===== src/utp_pkg.sv =====
`timescale 1ns / 1ps
// ----------------------------------------------------------------------------
// utp_pkg - shared types and constants of the USB endpoint tx packetizer
// Word layouts, endpoint state record, op and status codes, FSM states.
// ----------------------------------------------------------------------------
package utp_pkg;

    localparam int ENDPOINTS   = 16;
    localparam int QUEUE_DEPTH = 4;

    localparam int EP_W   = (ENDPOINTS > 1) ? $clog2(ENDPOINTS) : 1;
    localparam int SLOT_W = (QUEUE_DEPTH > 1) ? $clog2(QUEUE_DEPTH) : 1;
    localparam int CNT_W  = $clog2(QUEUE_DEPTH + 1);
    localparam int QA_W   = EP_W + SLOT_W;
    localparam int TOT_W  = $clog2(ENDPOINTS * QUEUE_DEPTH + 1);

    localparam logic [9:0] LEN_CAP   = 10'h3FF;
    localparam int         FLUSH_SAT = 127;

    // op codes
    localparam logic [1:0] OP_QUEUE = 2'd0;
    localparam logic [1:0] OP_CONT  = 2'd1;
    localparam logic [1:0] OP_SET   = 2'd2;
    localparam logic [1:0] OP_RESET = 2'd3;

    // status codes
    localparam logic [2:0] STAT_IDLE      = 3'd0;
    localparam logic [2:0] STAT_BOTH_BUSY = 3'd1;
    localparam logic [2:0] STAT_ISSUED    = 3'd2;
    localparam logic [2:0] STAT_RETIRED   = 3'd3;
    localparam logic [2:0] STAT_QUEUED    = 3'd4;
    localparam logic [2:0] STAT_FULL      = 3'd5;
    localparam logic [2:0] STAT_SIZE_SET  = 3'd6;
    localparam logic [2:0] STAT_RST_DONE  = 3'd7;

    typedef struct packed {
        logic [1:0]  op;
        logic [3:0]  endpoint;
        logic [31:0] buf_addr;
        logic [15:0] length;
        logic [9:0]  max_packet;
        logic        own_even;
        logic        own_odd;
    } t_in_word;

    typedef struct packed {
        logic [2:0]  status;
        logic        bank_odd;
        logic        data_toggle;
        logic [31:0] pkt_addr;
        logic [9:0]  pkt_len;
        logic        completed;
        logic [6:0]  flushed_count;
    } t_out_word;

    // per-endpoint state record
    typedef struct packed {
        logic              odd;
        logic              toggle;
        logic [9:0]        mp;
        logic [SLOT_W-1:0] head;
        logic [CNT_W-1:0]  count;
        logic [15:0]       pos;
    } t_ep_state;

    // queued transfer
    typedef struct packed {
        logic [31:0] addr;
        logic [15:0] len;
    } t_qent;

    typedef enum logic [2:0] {
        S_IDLE,
        S_LOOKUP,
        S_SEGMENT,
        S_FLUSH,
        S_DELIVER
    } t_fsm_state;

endpackage


===== src/usb_endpoint_tx_packetizer.sv =====
`timescale 1ns / 1ps
// ----------------------------------------------------------------------------
// usb_endpoint_tx_packetizer - per-endpoint USB tx segmentation engine
// Queue, max-packet-size, continue and flush words on a valid/stall channel;
// one result word per input word through an output register.
// A queue, set or continue word passes through lookup (registered state-memory
// read), a continue on a non-empty queue then through segment (queue-memory read),
// and then deliver; a flush word instead goes to the flush sweep, which touches
// one endpoint entry per cycle, and then to deliver. The input stalls until the
// result is loaded, so no new word is taken while one is still in flight.
// Reset: synchronous; all queues empty, all endpoint state reads as zero.
// ----------------------------------------------------------------------------
module usb_endpoint_tx_packetizer (
    input  logic               i_clk,
    input  logic               i_rst_n,
    input  logic               i_in_valid,
    output logic               o_in_stall,
    input  utp_pkg::t_in_word  i_in,
    output logic               o_out_valid,
    input  logic               i_out_stall,
    output utp_pkg::t_out_word o_out
);
    import utp_pkg::*;

    t_fsm_state r_state, n_state;
    t_in_word   r_item, n_item;
    t_out_word  r_res, n_res;
    t_out_word  r_out;
    logic       r_out_valid;
    logic [EP_W-1:0]  r_fidx, n_fidx;
    logic [TOT_W-1:0] r_ftotal, n_ftotal;

    // memory ports
    logic [EP_W-1:0] st_rd_addr, st_wr_addr;
    t_ep_state       st_rd, st_wr_data;
    logic            st_wr_en;
    logic [QA_W-1:0] q_rd_addr, q_wr_addr;
    t_qent           q_rd, q_wr_data;
    logic            q_wr_en;

    logic            accept, out_free, out_of_range, full, flush_last;
    logic [EP_W-1:0] ep;

    // slot and head arithmetic
    logic [CNT_W:0]    slot_sum, slot_full;
    logic [SLOT_W-1:0] slot;
    logic [SLOT_W:0]   head_sum;
    logic [SLOT_W-1:0] head_nx;

    // segmentation arithmetic
    logic        first_busy, other_busy, bank1;
    logic [16:0] diff;
    logic [15:0] rem, plen_raw;
    logic [9:0]  plen;
    logic [TOT_W-1:0] ftotal_sum;

    utp_state_ram u_state (
        .i_clk     (i_clk),
        .i_rst_n   (i_rst_n),
        .i_rd_addr (st_rd_addr),
        .o_rd_data (st_rd),
        .i_wr_en   (st_wr_en),
        .i_wr_addr (st_wr_addr),
        .i_wr_data (st_wr_data)
    );

    utp_queue_ram u_queue (
        .i_clk     (i_clk),
        .i_rd_addr (q_rd_addr),
        .o_rd_data (q_rd),
        .i_wr_en   (q_wr_en),
        .i_wr_addr (q_wr_addr),
        .i_wr_data (q_wr_data)
    );

    assign accept       = i_in_valid && !o_in_stall;
    assign o_in_stall   = (r_state != S_IDLE);
    assign out_free     = !r_out_valid || !i_out_stall;
    assign ep           = r_item.endpoint[EP_W-1:0];
    assign out_of_range = ({1'b0, r_item.endpoint} >= 5'(ENDPOINTS));
    assign full         = (32'(st_rd.count) >= QUEUE_DEPTH);
    assign flush_last   = (r_fidx == EP_W'(ENDPOINTS - 1));

    // tail slot = (head + count) mod depth
    assign slot_sum  = (CNT_W+1)'(st_rd.head) + (CNT_W+1)'(st_rd.count);
    assign slot_full = (32'(slot_sum) >= QUEUE_DEPTH) ?
                       slot_sum - (CNT_W+1)'(QUEUE_DEPTH) : slot_sum;
    assign slot      = slot_full[SLOT_W-1:0];

    // head advance on pop
    assign head_sum = {1'b0, st_rd.head} + (SLOT_W+1)'(1);
    assign head_nx  = (32'(head_sum) == QUEUE_DEPTH) ? '0 : head_sum[SLOT_W-1:0];

    // bank pick and packet length
    assign first_busy = st_rd.odd ? r_item.own_odd : r_item.own_even;
    assign other_busy = st_rd.odd ? r_item.own_even : r_item.own_odd;
    assign bank1      = st_rd.odd ^ first_busy;
    assign diff       = {1'b0, q_rd.len} - {1'b0, st_rd.pos};
    assign rem        = diff[16] ? 16'd0 : diff[15:0];
    assign plen_raw   = (rem < {6'd0, st_rd.mp}) ? rem : {6'd0, st_rd.mp};
    assign plen       = (plen_raw > {6'd0, LEN_CAP}) ? LEN_CAP : plen_raw[9:0];

    assign ftotal_sum = r_ftotal + TOT_W'(st_rd.count);

    // next state
    always_comb begin
        n_state = r_state;
        unique case (r_state)
            S_IDLE: begin
                if (accept) begin
                    n_state = (i_in.op == OP_RESET) ? S_FLUSH : S_LOOKUP;
                end
            end
            S_LOOKUP: begin
                if (!out_of_range && r_item.op == OP_CONT && st_rd.count != '0) begin
                    n_state = S_SEGMENT;
                end else begin
                    n_state = S_DELIVER;
                end
            end
            S_SEGMENT: n_state = S_DELIVER;
            S_FLUSH: begin
                if (flush_last) begin
                    n_state = S_DELIVER;
                end
            end
            S_DELIVER: begin
                if (out_free) begin
                    n_state = S_IDLE;
                end
            end
            default: n_state = S_IDLE;
        endcase
    end

    // datapath and memory control
    always_comb begin
        n_item     = r_item;
        n_res      = r_res;
        n_fidx     = r_fidx;
        n_ftotal   = r_ftotal;
        st_rd_addr = ep;
        st_wr_en   = 1'b0;
        st_wr_addr = ep;
        st_wr_data = st_rd;
        q_rd_addr  = {ep, st_rd.head};
        q_wr_en    = 1'b0;
        q_wr_addr  = {ep, slot};
        q_wr_data  = '{addr: r_item.buf_addr, len: r_item.length};
        unique case (r_state)
            S_IDLE: begin
                if (accept) begin
                    n_item     = i_in;
                    n_fidx     = '0;
                    n_ftotal   = '0;
                    st_rd_addr = (i_in.op == OP_RESET) ? '0 : i_in.endpoint[EP_W-1:0];
                end
            end
            S_LOOKUP: begin
                n_res = '0;
                if (!out_of_range) begin
                    unique case (r_item.op)
                        OP_QUEUE: begin
                            if (full) begin
                                n_res.status = STAT_FULL;
                            end else begin
                                q_wr_en          = 1'b1;
                                st_wr_en         = 1'b1;
                                st_wr_data.count = st_rd.count + CNT_W'(1);
                                n_res.status     = STAT_QUEUED;
                            end
                        end
                        OP_SET: begin
                            st_wr_en      = 1'b1;
                            st_wr_data.mp = r_item.max_packet;
                            n_res.status  = STAT_SIZE_SET;
                        end
                        OP_CONT: begin
                            // empty queue leaves status idle
                        end
                        OP_RESET: begin
                            // handled by the flush sweep
                        end
                        default: begin
                        end
                    endcase
                end
            end
            S_SEGMENT: begin
                n_res = '0;
                if (first_busy && other_busy) begin
                    n_res.status = STAT_BOTH_BUSY;
                end else if (rem == 16'd0 && q_rd.len != 16'd0) begin
                    // finished transfer: pop it
                    st_wr_en         = 1'b1;
                    st_wr_data.odd   = bank1;
                    st_wr_data.head  = head_nx;
                    st_wr_data.count = st_rd.count - CNT_W'(1);
                    st_wr_data.pos   = '0;
                    n_res.status     = STAT_RETIRED;
                    n_res.completed  = 1'b1;
                end else begin
                    st_wr_en          = 1'b1;
                    st_wr_data.odd    = ~bank1;
                    st_wr_data.toggle = ~st_rd.toggle;
                    n_res.status      = STAT_ISSUED;
                    n_res.bank_odd    = bank1;
                    n_res.data_toggle = st_rd.toggle;
                    n_res.pkt_addr    = q_rd.addr + {16'd0, st_rd.pos};
                    n_res.pkt_len     = plen;
                    if (q_rd.len == 16'd0) begin
                        // zero-length transfer retires with its empty packet
                        st_wr_data.head  = head_nx;
                        st_wr_data.count = st_rd.count - CNT_W'(1);
                        st_wr_data.pos   = '0;
                        n_res.completed  = 1'b1;
                    end else begin
                        // plen never exceeds what is left, so no overrun
                        st_wr_data.pos = st_rd.pos + {6'd0, plen};
                    end
                end
            end
            S_FLUSH: begin
                st_rd_addr       = r_fidx + EP_W'(1);
                st_wr_en         = 1'b1;
                st_wr_addr       = r_fidx;
                st_wr_data.head  = '0;
                st_wr_data.count = '0;
                st_wr_data.pos   = '0;
                n_fidx           = r_fidx + EP_W'(1);
                n_ftotal         = ftotal_sum;
                n_res               = '0;
                n_res.status        = STAT_RST_DONE;
                n_res.completed     = (ftotal_sum != '0);
                n_res.flushed_count = (32'(ftotal_sum) > FLUSH_SAT) ?
                                      7'(FLUSH_SAT) : 7'(ftotal_sum);
            end
            S_DELIVER: begin
            end
            default: begin
            end
        endcase
    end

    // control registers
    always_ff @(posedge i_clk) begin
        if (!i_rst_n) begin
            r_state     <= S_IDLE;
            r_out_valid <= 1'b0;
        end else begin
            r_state <= n_state;
            if (r_state == S_DELIVER && out_free) begin
                r_out_valid <= 1'b1;
            end else if (!i_out_stall) begin
                r_out_valid <= 1'b0;
            end
        end
    end

    // payload registers
    always_ff @(posedge i_clk) begin
        r_item   <= n_item;
        r_res    <= n_res;
        r_fidx   <= n_fidx;
        r_ftotal <= n_ftotal;
        if (r_state == S_DELIVER && out_free) begin
            r_out <= r_res;
        end
    end

    assign o_out_valid = r_out_valid;
    assign o_out       = r_out;

    // a new result only comes out of the deliver state
    a_out_from_deliver: assert property (@(posedge i_clk) disable iff (!i_rst_n)
        $rose(o_out_valid) |-> $past(r_state) == S_DELIVER)
        else $error("result word appeared outside deliver");

    // state memory is never written while waiting for a word
    a_no_write_idle: assert property (@(posedge i_clk) disable iff (!i_rst_n)
        (r_state == S_IDLE) |-> !st_wr_en && !q_wr_en)
        else $error("memory write while idle");

    // flush sweep ends in deliver after the last endpoint
    a_flush_end: assert property (@(posedge i_clk) disable iff (!i_rst_n)
        (r_state == S_FLUSH && flush_last) |=> (r_state == S_DELIVER))
        else $error("flush sweep did not finish");

    // deliver with a free output register loads it and returns to idle
    a_deliver_load: assert property (@(posedge i_clk) disable iff (!i_rst_n)
        (r_state == S_DELIVER && out_free) |=> (o_out_valid && r_state == S_IDLE))
        else $error("result word not loaded");

endmodule


===== src/utp_state_ram.sv =====
`timescale 1ns / 1ps
// ----------------------------------------------------------------------------
// utp_state_ram - per-endpoint state memory
// One write and one read port, registered read. Per-entry valid bits make
// an entry read as all zero until it is first written after reset.
// ----------------------------------------------------------------------------
module utp_state_ram (
    input  logic                      i_clk,
    input  logic                      i_rst_n,
    input  logic [utp_pkg::EP_W-1:0]  i_rd_addr,
    output utp_pkg::t_ep_state        o_rd_data,
    input  logic                      i_wr_en,
    input  logic [utp_pkg::EP_W-1:0]  i_wr_addr,
    input  utp_pkg::t_ep_state        i_wr_data
);
    import utp_pkg::*;

    t_ep_state            r_mem [ENDPOINTS];
    logic [ENDPOINTS-1:0] r_valid;
    t_ep_state            r_rd_data;
    logic                 r_rd_valid;

    // storage write and registered read
    always_ff @(posedge i_clk) begin
        if (i_wr_en) begin
            r_mem[i_wr_addr] <= i_wr_data;
        end
        r_rd_data <= r_mem[i_rd_addr];
    end

    // valid bits
    always_ff @(posedge i_clk) begin
        if (!i_rst_n) begin
            r_valid    <= '0;
            r_rd_valid <= 1'b0;
        end else begin
            if (i_wr_en) begin
                r_valid[i_wr_addr] <= 1'b1;
            end
            r_rd_valid <= r_valid[i_rd_addr];
        end
    end

    assign o_rd_data = r_rd_valid ? r_rd_data : '0;

endmodule


===== src/utp_queue_ram.sv =====
`timescale 1ns / 1ps
// ----------------------------------------------------------------------------
// utp_queue_ram - transfer queue memory
// Address and length of each queued transfer, indexed {endpoint, slot}.
// ----------------------------------------------------------------------------
module utp_queue_ram (
    input  logic                      i_clk,
    input  logic [utp_pkg::QA_W-1:0]  i_rd_addr,
    output utp_pkg::t_qent            o_rd_data,
    input  logic                      i_wr_en,
    input  logic [utp_pkg::QA_W-1:0]  i_wr_addr,
    input  utp_pkg::t_qent            i_wr_data
);
    import utp_pkg::*;

    t_qent r_mem [2**QA_W];
    t_qent r_rd_data;

    // write port and registered read port
    always_ff @(posedge i_clk) begin
        if (i_wr_en) begin
            r_mem[i_wr_addr] <= i_wr_data;
        end
        r_rd_data <= r_mem[i_rd_addr];
    end

    assign o_rd_data = r_rd_data;

endmodule

===== config.mk =====
export PLATFORM = sky130hd
export DESIGN_NAME = usb_endpoint_tx_packetizer
export DESIGN_NICKNAME = d
export VERILOG_FILES = /design/src/utp_pkg.sv /design/src/usb_endpoint_tx_packetizer.sv /design/src/utp_state_ram.sv /design/src/utp_queue_ram.sv
export SDC_FILE = /design/constraint.sdc
export NUM_CORES = 2
export LEC_CHECK = 0
export BUFFER_PORTS_ARGS = -buffer_cell sky130_fd_sc_hd__buf_4
export CORE_ASPECT_RATIO = 1.25
export CORE_MARGIN = 4
export CORE_UTILIZATION = 50
export CTS_CLUSTER_SIZE = 14
export DETAILED_ROUTE_END_ITERATION = 10
export MAX_ROUTING_LAYER = met4
export PLACE_DENSITY = 0.72
export SLEW_MARGIN = 5
export SYNTH_ARGS = -nofsm -noshare
export SYNTH_HDL_FRONTEND = slang
export SYNTH_HIERARCHICAL = 1
export SYNTH_SLANG_ARGS = --single-unit
export TNS_END_PERCENT = 100

===== constraint.sdc =====
create_clock -name i_clk -period 8.9 [get_ports i_clk]
set_input_delay 1.78 -clock i_clk [delete_from_list [all_inputs] [get_ports i_clk]]
set_output_delay 1.78 -clock i_clk [all_outputs]
set_load 0.005 [all_outputs]

== After elaboration in Yosys (flattened, before gate mapping) ==
Memory sizes are Yosys's and may differ from the RTL's. A register that Yosys moved wholly into a read port is not among the register bits.
Index checks and enable logic that the tools add are counted.

* Bits in writable memories: 3600
* Memories: 2
* Word-level logic and storage cells: 148
* Output and inout bits: 57
* Memory bits (read-only): 0
* Register bits: 208
* Latch bits: 0
* Input port bits: 70

{| class="wikitable"
|+ Memories
! memory !! words !! width !! rd ports !! clocked after memory_dff !! wr ports !! RTL line !! RTL
|-
| u_queue.r_mem || 64 || 48 || 1 || 1 || 1 || utp_queue_ram.sv:16 || <nowiki>t_qent r_mem [2**QA_W];</nowiki>
|-
| u_state.r_mem || 16 || 33 || 1 || 1 || 1 || utp_state_ram.sv:18 || <nowiki>t_ep_state r_mem [ENDPOINTS];</nowiki>
|}

* $mul: 0
* $lt $le $gt $ge: 7
* Divide/modulo/power cells: 0
* Bitwise logic cells: 4
* Mux-type cells: 62
* Equality and inequality tests: 13
* Reductions and logical operators: 23
* Shift operators: 0
* Add/sub/neg operators: 10

{| class="wikitable"
|+ Operators with widths
! cell !! number
|-
| $pmux 55 s3 || 1
|-
| $mux 16 || 3
|-
| $mux 45 || 1
|-
| $mux 44 || 1
|-
| $mux 21 || 2
|-
| $mux 33 || 1
|-
| $add 32x16->32 || 1
|-
| $logic_not 16->1 || 2
|-
| $pmux 16 s2 || 1
|-
| $mux 10 || 3
|-
| $mux 1 || 20
|-
| $mux 3 || 6
|-
| $sub 16x16->17 || 1
|-
| $add 16x10->16 || 1
|-
| $gt 16x10->1 const B || 1
|-
| $lt 16x10->1 || 1
|-
| $mux 4 || 4
|-
| $or 16x16->16 || 1
|-
| $pmux 4 s2 || 2
|-
| $reduce_bool 16->1 || 1
|-
| $pmux 3 s5 || 1
|-
| $pmux 7 s2 || 1
|-
| $mux 2 || 6
|-
| $lt 4x5->1 const B || 2
|-
| 39 further kinds || 55
|}

== Logic depth before layout (Yosys ltp) ==
* Depth in word-level cells: 12
* Gate-level depth with buffers: 33
* Depth with buffers taken out: 30

== Hierarchy ==
Netlist, hierarchy kept.

{| class="wikitable"
|+ By module, submodules not included
! module !! cells each !! times used !! area each (um^2) !! seq. area each (um^2)
|-
| utp_queue_ram || 4970 || 1 || 117117.3 || 93209.4
|-
| utp_state_ram || 953 || 1 || 21326.7 || 16856.2
|-
| usb_endpoint_tx_packetizer || 846 || 1 || 10221.1 || 5695.5
|}

== Least setup slack after synthesis ==
Ideal clock, no wire load.

* Kind: reg-to-reg
* Start: register u_state.r_rd_valid
* End: memory u_state/r_mem[0][12] in the netlist's numbering, data pin
* Setup time: 0.294 ns
* Data required time: 8.606 ns
* Buffers on the path: 2
* Stages on the path, launching flop included: 32
* Slack: 2.100 ns
* Clock period less this slack: 6.800 ns
* Arrival: 6.506 ns
* Cell sequence: dfxtp_1 -> and2_1 -> inv_1 -> fa_1 -> a211oi_2 -> o211ai_2 -> and3_1 -> a211oi_2 -> o22ai_1 -> clkbuf_1 -> and2_1 -> ha_1 -> a21o_1 -> maj3_1 -> a21boi_0 -> o21ai_0 -> nand3_1 -> nor3_1 -> nand3b_1 -> buf_2 -> a22o_1 -> ha_1 -> fa_1 -> nand3_1 -> a21boi_0 -> o21ai_0 -> nand2b_1 -> a31oi_1 -> o31a_1 -> nor2_1 -> o31a_1 -> o22ai_1

{| class="wikitable"
|+ RTL lines
! what !! RTL line !! RTL
|-
| from (decl) || utp_state_ram.sv:21 || <nowiki>logic r_rd_valid;</nowiki>
|-
| from (signal assigned) || utp_state_ram.sv:40 || <nowiki>r_rd_valid <= r_valid[i_rd_addr];</nowiki>
|-
| to (decl) || utp_state_ram.sv:18 ||
|}

==> metrics <==
outcome=finished, final reports clean; DR vias/cell=6.555; final hold vios=0; crit path launch type=register; worst rel slew slack=5.178%; area growth from synthesis to layout=12.18%; Ys Warns=6; Core Rows=223; Net Sw Frac=29.13%; final clock skew=0.04092 ns; Leak=51.44 nW; power per cell area=295.0 mW/mm^2; Internal=34.86 mW; routed vias=74.52k; Synth Net Count=6906; post_cts resized=0; nets=7270; Post-Synthesis Cell Area=0.1487 mm^2; TritonCTS buffer count=361; Tmin final=8.401 ns; first-pass GRT wire length=557.4 mm; RSZ-0062 raised after global routing=no; post-route ant nets=0; M1 WL=137.5 mm; Clk pwr share=30.7%; CP Class=reg -> reg; layout cells sized above 1=25.75%; core area=0.2955 mm^2; top-area cell type share of the netlist area=76.49%; Final WS setup=0.4991 ns; Die Y=617.6 um; Fillers=20.94k; initial antenna violation count=14; ys async rst share=0%; most frequent cells after synthesis=edfxtp_1, mux4_2, nor2_1, clkbuf_1, a22oi_1; largest net degree at the start of global routing=131; Initial Util=50.31%; Non-Filler Instances=11.37k; CP endpoint kind=register; flop-to-flop setup slack=0.50 ns; Reg2Reg Depth=30; clock latency on the worst-skew pair=0.91 ns; worst vdd ir=0.4470 mV; Iter 0 DRT Violations=10.72k; top layer in use=met4; Area contributors post-synth=edfxtp_1, mux4_2, dfxtp_1; FF+latch count, synth=3889; gr ovfl total=0; Min-Delay Path Class=reg -> reg; Root Driver=clkbuf_16; Detailed Place HPWL=217.4 mm; crit-path max cell delay=0.78 ns; pre-CTS WS=0.6825 ns; switching pwr=14.33 mW; met3 WL=39.85 mm; Slew @ Worst Pin=1.419 ns; register area share after synthesis=77.87%; Post CTS Setup Buffer Count=0; H-tree levels=5; crit path max-delay cell type=o22ai_1; clk slew on worst S/H paths=0.07 ns; num ports=127; WHS Endpoint=o_out[23]$_DFFE_PP_; syn avg cell area=21.96 um^2; Post-Place Cell Area=0.1553 mm^2; HP Start=r_res[23]$_DFFE_PP_; Hold-fix buffers, CTS=0; worst r2r src=u_state/r_rd_valid$_SDFF_PN0_; setup TNS=0 ns; Max FO, Critical Path=16; IO buf count=126; maximum clock rate=119.0 MHz; CP bufs+invs=2; Yosys cell types=80; CP Depth=30; area leader, netlist=edfxtp_1; die width=495.7 um; sequential share of power=45.9%; Final Max Tran Viols=0; maximum root-to-sink buffer count=4; reg2reg end=u_state/r_mem[11][12]$_DFFE_PP_; final setup violation count=0; clk sinks=3889; most common cell in the synthesized netlist=edfxtp_1; Die Area=0.3062 mm^2; met2 WL=194.2 mm; Routed WL=392.8 mm; WL per Instance=34.55 um; delay-heaviest family, CP=compound AO/OA/AOI/OAI gates; Worst EP required=9.43 ns; Pre-antenna DRT Iters=6; vias in the first global route=75.47k; design area=0.1668 mm^2; Placed Cells=10.71k; Final Cycle Share=94.39%; Worst Hold Depth=0; WP data arrival=8.93 ns; Comb pwr share=23.4%; gpl congestion=0.9103; gr usage total=26.29%; DRC errors left=0; Post-Synthesis Cells=6769; TritonCTS clock tree=built; Max-cap violations=0; EDFF count, synth=3787; dominant synthesized flop cell=edfxtp_1
[layout make-up]
cell class / instances / area [um^2] / share of cell area (%)
sequential: 3889 / 115800 / 69.41
multi-input combinational: 2477 / 31600 / 18.95
clock buffer: 481 / 9883 / 5.926
tap: 3937 / 4926 / 2.954
timing repair buffer: 363 / 2900 / 1.739
clock inverter: 163 / 1506 / 0.9033
inverter: 41 / 156.4 / 0.09378
antenna: 17 / 42.54 / 0.02551
[flip-flops by register name, summed over array words and instances, names as in the netlist, 3 cells and up]
| signal | flops |
|---|---|
| u_queue/r_mem | 3072 |
| u_state/r_mem | 528 |
| o_out | 55 |
| r_res | 55 |
| q_wr_data | 48 |
| u_queue/o_rd_data | 48 |
| u_state/r_rd_data | 33 |
| u_state/r_valid | 16 |
| r_item | 14 |
| r_ftotal | 7 |
| ep | 4 |
| r_fidx | 4 |
| r_state | 3 |
[metrics by stage]
stage,hold slack (ns),utilization (%),total power [mW]
floorplan,0.4003,-,30.34
global placement,0.4030,52.57,34.22
detailed placement,0.4045,52.57,34.45
CTS,0.4087,56.42,49.39
global route,0.4256,56.44,50.94
finish,0.4129,56.44,49.19
[routing by layer]
metal | vias to the layer above | global-route usage [%]
li1 | 29460 | -
met1 | 39410 | 33.03
met2 | 4682 | 41.79
met3 | 974 | 5.261
met4 | 0 | 11.91
met5 | - | -
[cell usage in the layout, fill, tap and decap left out, drive strengths merged, types with 22 or more instances in the layout]
cell,n
nand2,131
a211oi,36
mux4,888
mux2,28
xnor2,28
nand2b,23
o22ai,125
dfxtp,102
nor3,22
nand3,34
clkinv,122
nor2b,33
ha,63
o221ai,31
mux2i,72
a22o,76
a21oi,132
nor2,201
a221oi,83
a22oi,138
bufinv,25
and2,52
edfxtp,3787
buf,363
o21ai,48
clkbuf,481
inv,52
[worst max-delay path by stage]
stage / start / to / slack, ns
finish: u_state/r_rd_valid$_SDFF_PN0_ / u_state/r_mem[11][12]$_DFFE_PP_ / 0.50
global route: u_state/r_rd_valid$_SDFF_PN0_ / u_state/r_mem[11][12]$_DFFE_PP_ / 0.04
CTS: u_state/r_rd_valid$_SDFF_PN0_ / u_state/r_mem[5][12]$_DFFE_PP_ / 0.60
detailed placement: u_state/r_rd_valid$_SDFF_PN0_ / u_state/r_mem[0][12]$_DFFE_PP_ / 0.68
global placement: u_state/r_rd_valid$_SDFF_PN0_ / u_state/r_mem[0][12]$_DFFE_PP_ / 0.66
floorplan: u_state/r_rd_valid$_SDFF_PN0_ / u_state/r_mem[0][12]$_DFFE_PP_ / 2.10
[worst reg2reg max path, delay by kind of cell (launching register included)]
family,cells,cell delay [ns]
and+or+nand+nor,9,1.68
buffers and inverters,2,0.33
adders and majority gates,5,1.79
DFF,1,0.59
AOI/OAI and AO/OA,14,3.64
[power groups by stage]
stage / registers (mW) / clock network, mW / logic [mW]
3_3_place_gp: 22.9 / 0 / 11.3
2_1_floorplan: 23.3 / 0 / 7.05
4_1_cts: 22.6 / 15.3 / 11.5
3_5_place_dp: 23.0 / 0 / 11.5
6_report: 22.6 / 15.1 / 11.5
5_1_grt: 22.6 / 16.1 / 12.2
[kinds of logic after synthesis]
group           share of synthesized area (%)
fa+ha+maj                              0.5908
xor+xnor                               0.2357
flops                                   77.87
simple gates                            1.892
buf+inv                                 1.390
mux                                     14.15
compound gates                          3.875
No activity file was read; power rests on OpenSTA's default activity.
